===== src/sv/sha_pkg.sv =====
`timescale 1ns / 1ps
// ----------------------------------------------------------------------------
// sha_pkg
// Constants and round functions shared by the SHA-256 stream hasher.
// ----------------------------------------------------------------------------
package sha_pkg;

	localparam int WORD_W     = 32;
	localparam int BLOCK_WORDS = 16;
	localparam int ROUNDS     = 64;
	localparam int CHAIN_N    = 8;

	// Round constants.
	localparam logic [31:0] K_TABLE [ROUNDS] = '{
		32'h428a2f98, 32'h71374491, 32'hb5c0fbcf, 32'he9b5dba5,
		32'h3956c25b, 32'h59f111f1, 32'h923f82a4, 32'hab1c5ed5,
		32'hd807aa98, 32'h12835b01, 32'h243185be, 32'h550c7dc3,
		32'h72be5d74, 32'h80deb1fe, 32'h9bdc06a7, 32'hc19bf174,
		32'he49b69c1, 32'hefbe4786, 32'h0fc19dc6, 32'h240ca1cc,
		32'h2de92c6f, 32'h4a7484aa, 32'h5cb0a9dc, 32'h76f988da,
		32'h983e5152, 32'ha831c66d, 32'hb00327c8, 32'hbf597fc7,
		32'hc6e00bf3, 32'hd5a79147, 32'h06ca6351, 32'h14292967,
		32'h27b70a85, 32'h2e1b2138, 32'h4d2c6dfc, 32'h53380d13,
		32'h650a7354, 32'h766a0abb, 32'h81c2c92e, 32'h92722c85,
		32'ha2bfe8a1, 32'ha81a664b, 32'hc24b8b70, 32'hc76c51a3,
		32'hd192e819, 32'hd6990624, 32'hf40e3585, 32'h106aa070,
		32'h19a4c116, 32'h1e376c08, 32'h2748774c, 32'h34b0bcb5,
		32'h391c0cb3, 32'h4ed8aa4a, 32'h5b9cca4f, 32'h682e6ff3,
		32'h748f82ee, 32'h78a5636f, 32'h84c87814, 32'h8cc70208,
		32'h90befffa, 32'ha4506ceb, 32'hbef9a3f7, 32'hc67178f2
	};

	// Initial hash values.
	localparam logic [31:0] IV_TABLE [CHAIN_N] = '{
		32'h6a09e667, 32'hbb67ae85, 32'h3c6ef372, 32'ha54ff53a,
		32'h510e527f, 32'h9b05688c, 32'h1f83d9ab, 32'h5be0cd19
	};

	localparam logic [7:0] PAD_BYTE = 8'h80;

	typedef logic [31:0] word_t;

	function automatic word_t rotr(input word_t x, input int n);
		rotr = (x >> n) | (x << (32 - n));
	endfunction

	function automatic word_t big_sigma0(input word_t x);
		big_sigma0 = rotr(x, 2) ^ rotr(x, 13) ^ rotr(x, 22);
	endfunction

	function automatic word_t big_sigma1(input word_t x);
		big_sigma1 = rotr(x, 6) ^ rotr(x, 11) ^ rotr(x, 25);
	endfunction

	function automatic word_t small_sigma0(input word_t x);
		small_sigma0 = rotr(x, 7) ^ rotr(x, 18) ^ (x >> 3);
	endfunction

	function automatic word_t small_sigma1(input word_t x);
		small_sigma1 = rotr(x, 17) ^ rotr(x, 19) ^ (x >> 10);
	endfunction

endpackage


===== src/sv/sha_ram.sv =====
`timescale 1ns / 1ps
// ----------------------------------------------------------------------------
// sha_ram
// Generic simple dual-port RAM with one write port and a registered read.
// ----------------------------------------------------------------------------
module sha_ram #(
	parameter int WIDTH = 32,
	parameter int DEPTH = 16
) (
	input  logic                     clk,
	input  logic                     we,
	input  logic [$clog2(DEPTH)-1:0] waddr,
	input  logic [WIDTH-1:0]         wdata,
	input  logic [$clog2(DEPTH)-1:0] raddr,
	output logic [WIDTH-1:0]         rdata
);

	logic [WIDTH-1:0] mem [DEPTH];

	// Write port and registered read port.
	always_ff @(posedge clk) begin
		if (we) begin
			mem[waddr] <= wdata;
		end
		rdata <= mem[raddr];
	end

endmodule


===== src/sv/sha256_stream_hash_top.sv =====
`timescale 1ns / 1ps
// A byte that fills a block starts a compression (a read-setup step, then
// 64 rounds at one round per cycle, then a chaining add).
// End of message takes one or two such compressions, then 8 digest beats.
// Throughput: one byte per cycle while a block fills; input stalls during
// each compression and while the digest is delivered.
// Reset: asynchronous; chaining words return to the initial values, counts clear.
// ----------------------------------------------------------------------------
// sha256_stream_hash_top
// SHA-256 over a byte stream; the message block is held in a word RAM.
// ----------------------------------------------------------------------------
module sha256_stream_hash_top
	import sha_pkg::*;
(
	input  logic        clk,
	input  logic        arst_n,
	input  logic        s_tvalid,
	output logic        s_tready,
	input  logic [7:0]  s_tdata,  // [7:0] data_byte
	input  logic        s_tuser,  // [0] byte_valid
	input  logic        s_tlast,  // end_of_message
	output logic        m_tvalid,
	input  logic        m_tready,
	output logic [31:0] m_tdata,  // [31:0] digest_word
	output logic        m_tlast   // last_word
);

	localparam logic [2:0] ST_IDLE  = 3'd0;
	localparam logic [2:0] ST_LOAD  = 3'd1;
	localparam logic [2:0] ST_ROUND = 3'd2;
	localparam logic [2:0] ST_ADD   = 3'd3;
	localparam logic [2:0] ST_OUT   = 3'd4;

	localparam logic [1:0] PASS_DATA = 2'd0;
	localparam logic [1:0] PASS_PADA = 2'd1;
	localparam logic [1:0] PASS_PADB = 2'd2;

	logic [2:0]  state_q;
	logic [1:0]  pass_q;
	logic        eom_pend_q;
	logic [5:0]  fill_q;
	logic [63:0] bits_q;
	logic [23:0] acc_q;
	logic [5:0]  rnd_q;
	logic [2:0]  out_idx_q;
	word_t       chain_q [CHAIN_N];
	word_t       v_q [CHAIN_N];
	word_t       win_q [BLOCK_WORDS];

	logic        in_beat;
	logic        byte_in;
	logic        ram_we;
	logic [3:0]  ram_raddr;
	word_t       ram_rdata;
	word_t       part_word;
	word_t       src_word;
	word_t       w_cur;
	word_t       t1;
	word_t       t2;
	logic [3:0]  j;
	logic        len_here;

	assign s_tready = (state_q == ST_IDLE);
	assign in_beat  = s_tvalid && s_tready;
	assign byte_in  = in_beat && s_tuser;
	assign ram_we   = byte_in && (fill_q[1:0] == 2'd3);
	assign ram_raddr = (state_q == ST_ROUND) ? (rnd_q[3:0] + 4'd1) : 4'd0;

	sha_ram #(
		.WIDTH(WORD_W),
		.DEPTH(BLOCK_WORDS)
	) u_block_ram (
		.clk   (clk),
		.we    (ram_we),
		.waddr (fill_q[5:2]),
		.wdata ({acc_q, s_tdata}),
		.raddr (ram_raddr),
		.rdata (ram_rdata)
	);

	// Word that holds the pad byte, with the bytes not yet written to the RAM.
	always_comb begin
		unique case (fill_q[1:0])
			2'd0: part_word = {PAD_BYTE, 24'h0};
			2'd1: part_word = {acc_q[7:0], PAD_BYTE, 16'h0};
			2'd2: part_word = {acc_q[15:0], PAD_BYTE, 8'h0};
			default: part_word = {acc_q[23:0], PAD_BYTE};
		endcase
	end

	// Message word for the current round of the first sixteen.
	assign j = rnd_q[3:0];
	assign len_here = (pass_q == PASS_PADB) ||
		((pass_q == PASS_PADA) && (fill_q < 6'd56));
	always_comb begin
		src_word = ram_rdata;
		if (pass_q != PASS_DATA) begin
			if ((pass_q == PASS_PADA) && (j < fill_q[5:2])) begin
				src_word = ram_rdata;
			end else if ((pass_q == PASS_PADA) && (j == fill_q[5:2])) begin
				src_word = part_word;
			end else if (len_here && (j == 4'd14)) begin
				src_word = bits_q[63:32];
			end else if (len_here && (j == 4'd15)) begin
				src_word = bits_q[31:0];
			end else begin
				src_word = '0;
			end
		end
	end

	// Schedule word and round sums.
	always_comb begin
		if (rnd_q < 6'd16) begin
			w_cur = src_word;
		end else begin
			w_cur = win_q[0] + small_sigma0(win_q[1]) + win_q[9] + small_sigma1(win_q[14]);
		end
		t1 = v_q[7] + big_sigma1(v_q[4]) + ((v_q[4] & v_q[5]) ^ (~v_q[4] & v_q[6]))
			+ K_TABLE[rnd_q] + w_cur;
		t2 = big_sigma0(v_q[0]) + ((v_q[0] & v_q[1]) ^ (v_q[0] & v_q[2]) ^ (v_q[1] & v_q[2]));
	end

	// Control sequencer and counters.
	always_ff @(posedge clk or negedge arst_n) begin
		if (!arst_n) begin
			state_q    <= ST_IDLE;
			pass_q     <= PASS_DATA;
			eom_pend_q <= 1'b0;
			fill_q     <= '0;
			bits_q     <= '0;
			rnd_q      <= '0;
			out_idx_q  <= '0;
			for (int i = 0; i < CHAIN_N; i++) begin
				chain_q[i] <= IV_TABLE[i];
			end
		end else begin
			unique case (state_q)
				ST_IDLE: begin
					if (in_beat) begin
						if (byte_in) begin
							fill_q <= fill_q + 6'd1;
							bits_q <= bits_q + 64'd8;
						end
						if (byte_in && (fill_q == 6'd63)) begin
							pass_q     <= PASS_DATA;
							eom_pend_q <= s_tlast;
							state_q    <= ST_LOAD;
						end else if (s_tlast) begin
							pass_q  <= PASS_PADA;
							state_q <= ST_LOAD;
						end
					end
				end
				ST_LOAD: begin
					rnd_q   <= '0;
					state_q <= ST_ROUND;
				end
				ST_ROUND: begin
					rnd_q <= rnd_q + 6'd1;
					if (rnd_q == 6'd63) begin
						state_q <= ST_ADD;
					end
				end
				ST_ADD: begin
					for (int i = 0; i < CHAIN_N; i++) begin
						chain_q[i] <= chain_q[i] + v_q[i];
					end
					unique case (pass_q)
						PASS_DATA: begin
							if (eom_pend_q) begin
								eom_pend_q <= 1'b0;
								pass_q     <= PASS_PADA;
								state_q    <= ST_LOAD;
							end else begin
								state_q <= ST_IDLE;
							end
						end
						PASS_PADA: begin
							if (fill_q < 6'd56) begin
								out_idx_q <= '0;
								state_q   <= ST_OUT;
							end else begin
								pass_q  <= PASS_PADB;
								state_q <= ST_LOAD;
							end
						end
						default: begin
							out_idx_q <= '0;
							state_q   <= ST_OUT;
						end
					endcase
				end
				ST_OUT: begin
					if (m_tready) begin
						out_idx_q <= out_idx_q + 3'd1;
						if (out_idx_q == 3'd7) begin
							fill_q  <= '0;
							bits_q  <= '0;
							pass_q  <= PASS_DATA;
							state_q <= ST_IDLE;
							for (int i = 0; i < CHAIN_N; i++) begin
								chain_q[i] <= IV_TABLE[i];
							end
						end
					end
				end
				default: state_q <= ST_IDLE;
			endcase
		end
	end

	// Working variables, schedule window and partial word.
	always_ff @(posedge clk) begin
		if (byte_in) begin
			acc_q <= {acc_q[15:0], s_tdata};
		end
		if (state_q == ST_LOAD) begin
			for (int i = 0; i < CHAIN_N; i++) begin
				v_q[i] <= chain_q[i];
			end
		end else if (state_q == ST_ROUND) begin
			v_q[7] <= v_q[6];
			v_q[6] <= v_q[5];
			v_q[5] <= v_q[4];
			v_q[4] <= v_q[3] + t1;
			v_q[3] <= v_q[2];
			v_q[2] <= v_q[1];
			v_q[1] <= v_q[0];
			v_q[0] <= t1 + t2;
			for (int i = 0; i < BLOCK_WORDS - 1; i++) begin
				win_q[i] <= win_q[i + 1];
			end
			win_q[BLOCK_WORDS - 1] <= w_cur;
		end
	end

	// Digest beats come straight from the chaining registers.
	assign m_tvalid = (state_q == ST_OUT);
	assign m_tdata  = chain_q[out_idx_q];
	assign m_tlast  = (out_idx_q == 3'd7);

endmodule


===== config.mk =====
export PLATFORM = sky130hd
export DESIGN_NAME = sha256_stream_hash_top
export DESIGN_NICKNAME = d
export VERILOG_FILES = /design/src/sv/sha_pkg.sv /design/src/sv/sha_ram.sv /design/src/sv/sha256_stream_hash_top.sv
export SDC_FILE = /design/constraint.sdc
export NUM_CORES = 2
export LEC_CHECK = 0
export BUFFER_PORTS_ARGS = -buffer_cell sky130_fd_sc_hd__buf_2
export CAP_MARGIN = 20
export CORE_UTILIZATION = 60
export CTS_CLUSTER_SIZE = 20
export DETAILED_ROUTE_END_ITERATION = 8
export GPL_ROUTABILITY_DRIVEN = 1
export PLACE_DENSITY_LB_ADDON = 0.15
export RECOVER_POWER = 100
export SETUP_SLACK_MARGIN = 0.4
export SLEW_MARGIN = 20
export SYNTH_ARGS = -nofsm -noshare
export SYNTH_HDL_FRONTEND = slang
export SYNTH_SLANG_ARGS = --single-unit

===== constraint.sdc =====
create_clock -name clk -period 19.7 [get_ports clk]
set_input_delay 0.985 -clock clk [delete_from_list [all_inputs] [get_ports clk]]
set_output_delay 0.985 -clock clk [all_outputs]
set_load 0.02 [all_outputs]

**Word level (Yosys, flattened, before mapping)**

Memory sizes are Yosys's and may differ from the RTL's. A register that Yosys moved wholly into a read port is not among the register bits.
Index checks and enable logic that the tools add are counted.

- Register bits: 365
- Bits in writable memories: 1280
- ROM bits: 2048
- Input bits: 14
- Output and inout port bits: 35
- Memories: 4

Memories:

| memory | depth | width | rd ports | clocked after memory_dff | wr ports | RTL line | RTL |
|---|---|---|---|---|---|---|---|
| (no name shown) | 64 | 32 | 1 | 0 | 0 | sha256_stream_hash_top.sv:120 | `+ K_TABLE[rnd_q] + w_cur;` |
| u_block_ram.mem | 16 | 32 | 1 | 1 | 1 | sha_ram.sv:18 | `logic [WIDTH-1:0] mem [DEPTH];` |
| win_q | 16 | 32 | 16 | 0 | 16 | sha256_stream_hash_top.sv:48 | `word_t win_q [BLOCK_WORDS];` |
| v_q | 8 | 32 | 8 | 0 | 8 | sha256_stream_hash_top.sv:47 | `word_t v_q [CHAIN_N];` |

- Add/sub/neg operators: 23
- Order comparisons: 5
- Equal/unequal tests: 28
- Mux-type cells: 69
- Bitwise operators: 37
- Reduce and logical (&&, ||, !) cells: 25

Operators by type and width:

| cell | number |
|---|---|
| 32-bit adder | 18 |
| 32-bit two-way mux | 18 |
| 256-bit two-way mux | 2 |
| 256-bit one-hot mux with 2 select lines | 1 |
| 32-bit XOR | 9 |
| 64-bit two-way mux | 4 |
| 32-bit bitwise AND | 5 |
| 64-bit one-hot mux with 2 select lines | 1 |
| 32-bit binary-select mux with 3-bit select | 1 |
| 32-bit one-hot mux with 3 select lines | 1 |
| 64-bit by 4-bit adder with 64-bit output (second input constant) | 1 |
| 32-bit inverter | 1 |
| 10-bit by 32-bit bitwise OR with 32-bit output | 1 |
| 13-bit by 32-bit bitwise OR with 32-bit output | 1 |
| 14-bit by 32-bit bitwise OR with 32-bit output | 1 |
| 15-bit by 32-bit bitwise OR with 32-bit output | 1 |
| 19-bit by 32-bit bitwise OR with 32-bit output | 1 |
| 21-bit by 32-bit bitwise OR with 32-bit output | 1 |
| 25-bit by 32-bit bitwise OR with 32-bit output | 1 |
| 26-bit by 32-bit bitwise OR with 32-bit output | 1 |
| 30-bit by 32-bit bitwise OR with 32-bit output | 1 |
| 7-bit by 32-bit bitwise OR with 32-bit output | 1 |
| 32-bit by 22-bit XOR with 32-bit output | 1 |
| 32-bit by 29-bit XOR with 32-bit output | 1 |
| other kinds (45) | 113 |

**Longest topological paths before layout**

- Word-level depth: 13
- Depth in mapped cells: 46
- Mapped depth without buffers: 46

**By module**

From an unflattened synthesis, not the netlist that was laid out.

- Cell total of the unflattened synthesis: 7686
- Area, all modules: 91162.4 um^2

Modules (own cells, without submodules):

| module | instances | cells an instance | area each (um^2) |
|---|---|---|---|
| sha256_stream_hash_top | 1 | 6848 | 71327.2 |
| sha_ram | 1 | 838 | 19835.3 |

**Least setup slack after synthesis**

Ideal clock, no wire load.

- Path type: register to register
- Start point: register state_q[1]
- End point: memory win_q[0][0] (netlist name), enable pin
- Setup time: 1.076 ns
- Arrival: 15.696 ns
- Slack: 2.927 ns
- Cell stages (with the launch flop): 8
- Path buffers: 4
- Cell sequence: dfrtp_1 > inv_1 > or3_1 > inv_1 > clkbuf_1 > clkbuf_1 > clkbuf_1 > clkbuf_1

RTL lines:

| what | RTL line | RTL |
|---|---|---|
| start: declaration | sha256_stream_hash_top.sv:38 | `logic [2:0] state_q;` |
| start signal: assignment | sha256_stream_hash_top.sv:127 | `state_q <= ST_IDLE;` |
| start signal: assignment | sha256_stream_hash_top.sv:148 | `state_q <= ST_LOAD;` |
| start signal: assignment | sha256_stream_hash_top.sv:151 | `state_q <= ST_LOAD;` |
| end: declaration | sha256_stream_hash_top.sv:48 |  |

==> out/metrics.cfg <==
[status]
run_status = finished with violations
violated_checks = max-capacitance violations, max-slew violations

[route]
post_drt_via_cell_ratio = 6.50
route.antenna.remaining_nets = 0
drc = 0
via_count = 66700
route.final.wire_length_mm = 287
drtPass1Iterations = 6
wire_per_inst_um = 28.0
drt_first_iter_violations = 8087

[timing]
setup-tns-final_ns = 0
final-hold-violation-count = 0
skew_ns = 0.0527
hold_ws_ns = 0.404
timing.final.max_slew_violations = 2548
worst_slew_pin_slew_ns = 6.30
setup_viol = 0
grt_setup_unrepaired = false
slew_headroom_pct = -320
timing.final.crit_share_pct = 74.7
fmax_ghz = 0.0679
min_period_ns = 14.72

[grt]
grt_max_degree = 179
total_global_routing_overflow = 0
gr-max-usage-layer = met1
grtUsageMet1_pct = 55.4
grt_first_pass_wirelength_mm = 422
grt_util_all_layers_pct = 36.6
initial_antenna_violation_count = 11
grt_met2_use_pct = 52.1
via_count_of_the_first_global_routing_pass = 63300
global_route.usage.met3_pct = 8.29

[setup_path]
timing.critical_path.fanout_max = 63
cp.required_ns = 20.25
r2r-start = rnd_q[0]
slowest_delay_ns = 2.32
critical-path-slowest-cell = nor2b_1
critical_path_class = reg2reg
timing.critical_path.to_type = flip-flop
cp-startpoint = rnd_q[0]
worst-endpoint-arrival_ns = 15.27
start_kind = flip-flop

[floorplanning]
initial_utilization_pct = 60.6
die_height_um = 394
io_pins = 49
row_count = 143
dieWidth_um = 394
placeableCoreArea_mm2 = 0.152
dieArea_mm2 = 0.156

[logic_synthesis]
yosysSeqAreaShare_pct = 52.4
synth_async_sr_flop_share_pct = 20.2
ys_seq_elements = 1674
synth_nets = 8761
ys_types = 101
syn_inst = 8130
synth_enable_flop_cells = 1304
synth_area_per_cell_um2 = 11.4
dominantRegCellSynth = edfxtp_1
netlist_area_mm2 = 0.0924
yosysWarningCount = 0

[pwr]
power.sequential.fraction_pct = 52.7
p_sw_share_pct = 20.8
combPwrFrac_pct = 0.3
clockPowerShare_pct = 47.0
intPower_mw = 5.67
cellPowerDensity_mw_per_mm2 = 71.4
switching_pwr_mw = 1.49
leakage_nw = 39.5
power.ir.vdd_worst_v = 0.0000964

[clock_network]
tritoncts = built
cts_buffer_depth = 3
clock_tree.htree_level_count = 4
clk_pin_slew_ns = 0.06
post_cts_buffers = 0
postCtsHoldBufs = 0
numClockSinks = 1674
tritoncts_buffers = 176
post_cts.resized_instances = 0
clockRootBuffer = clkbuf_16
clock_insertion_delay_worst_skew_ns = 0.85

[finish]
layout-drive-gt1-share_pct = 9.78
final_core_utilization_pct = 65.8
finalNetCount = 8704
area_growth_syn_to_layout_pct = 8.55

[job]
cap_violations = 60

[hold_path]
worstHoldPathType = reg2reg
min_from = win_q[1][248]

[placed_design]
gpl.final_weighted_congestion = 1.00
hpwlAfterDp_mm = 199
numPortBuffers = 48

[routing by layer]
layer  vias up  wire, µm
met4        16     10300
met3       576     32500
met5         -       103
met2      3703    122000
met1     33000    122000
li1      29400         -
[power groups by stage]
stage	logic, mW	registers (mW)	clock network, mW
after detailed placement	0.0233	3.84	0
after floorplan	0.0000856	3.84	0
after CTS	0.0233	3.77	3.40
after global placement	0.0231	3.84	0
after global routing	0.0243	3.77	3.53
final	0.0216	3.77	3.37
[flip-flops by register name, indices dropped and copies added, names as in the netlist]
name	flops
chain_q	256
fill_q	6
u_block_ram.rdata	32
out_idx_q	3
bits_q	61
pass_q	2
rnd_q	6
u_block_ram.mem	512
v_q	256
state_q	3
win_q	512
eom_pend_q	1
acc_q	24
[critical path, delay by kind of cell, from the launching register on]
family / cells / cell delay (ns)
compound gates: 17 / 3.91
buf+inv: 6 / 1.98
fa+ha+maj: 8 / 3.16
flops: 1 / 1.26
simple gates: 8 / 3.70
mux: 1 / 0.18
xor+xnor: 1 / 0.22
[area by class of cell]
cell class              instances  area (µm²)
diodes                          4        10.0
clock buffers                 236        4750
clock inverters                96        1070
fillers                     11700       52100
inverters                     446        1680
multi-input cells            5600       40800
flip-flops and latches       1674       48400
well taps                    2030        2540
repair buffers                175        1010
[path summary, 6_finish.rpt]
check | endpoint | slack, ns | cells after the start
worst max-delay path | v_q[0][30] | 4.98 | 41
worst min-delay path | win_q[1][216] | 0.40 | 0
worst max register to register | v_q[0][30] | 4.98 | 41
worst min register to register | win_q[1][216] | 0.40 | 0
max in group asynchronous | rnd_q[3] | 9.19 | 3
min in group asynchronous | chain_q[200] | 2.48 | 1
[metrics by stage]
step	cells	power, mW	setup WS [ns]	cell area, µm²
4_1_cts	10300	7.19	7.85	101000
6_report	10300	7.16	4.98	100000
2_1_floorplan	8130	3.84	2.93	92400
3_3_place_gp	9923	3.86	8.08	94800
3_5_place_dp	9923	3.86	7.99	94800
5_1_grt	10300	7.32	4.06	100000
[cells by family after synthesis]
logic type | Yosys count | synth area share, %
and+or+nand+nor | 2031 | 9.85
AOI/OAI and AO/OA | 1983 | 13.4
DFF | 1674 | 52.4
buffers and inverters | 856 | 3.52
adders and majority gates | 622 | 10.0
xor gates and xnor gates | 615 | 5.84
muxes | 349 | 5.01
[cells in the mapped netlist (77+ instances only)]
cell type  count  area [µm²]
edfxtp_1    1304       39200
nand2_1      996        3740
a21oi_1      612        3060
o21ai_0      525        2630
inv_1        444        1670
ha_1         420        5260
xnor2_1      376        3290
nor2_1       345        1290
clkbuf_1     343        1290
xor2_1       238        2080
a21o_1       204        1530
dfrtp_1      202        5050
fa_1         197        3940
mux2_2       190        2140
nand3_1      177         886
dfstp_2      136        3570
nor3_1       135         676
mux2i_1       87         871
a211oi_1      77         578
[layout by cell type, fill, tap and decap left out, drive strengths merged, types with 72 or more instances in the layout]
cell type  synthesis  layout
edfxtp          1304    1304
nand2            996     996
a21oi            616     616
o21ai            538     538
inv              444     449
ha               420     420
xnor2            376     376
nor2             349     349
clkbuf           343     318
xor2             238     238
a21o             204     204
dfrtp            202     202
fa               197     197
mux2             190     190
nand3            181     181
nor3             137     137
dfstp            136     136
buf               67      93
mux2i             87      87
a211oi            78      78
and3              75      75
o31ai             72      72
mux4              72      72
(Power assumes the default switching activity.)
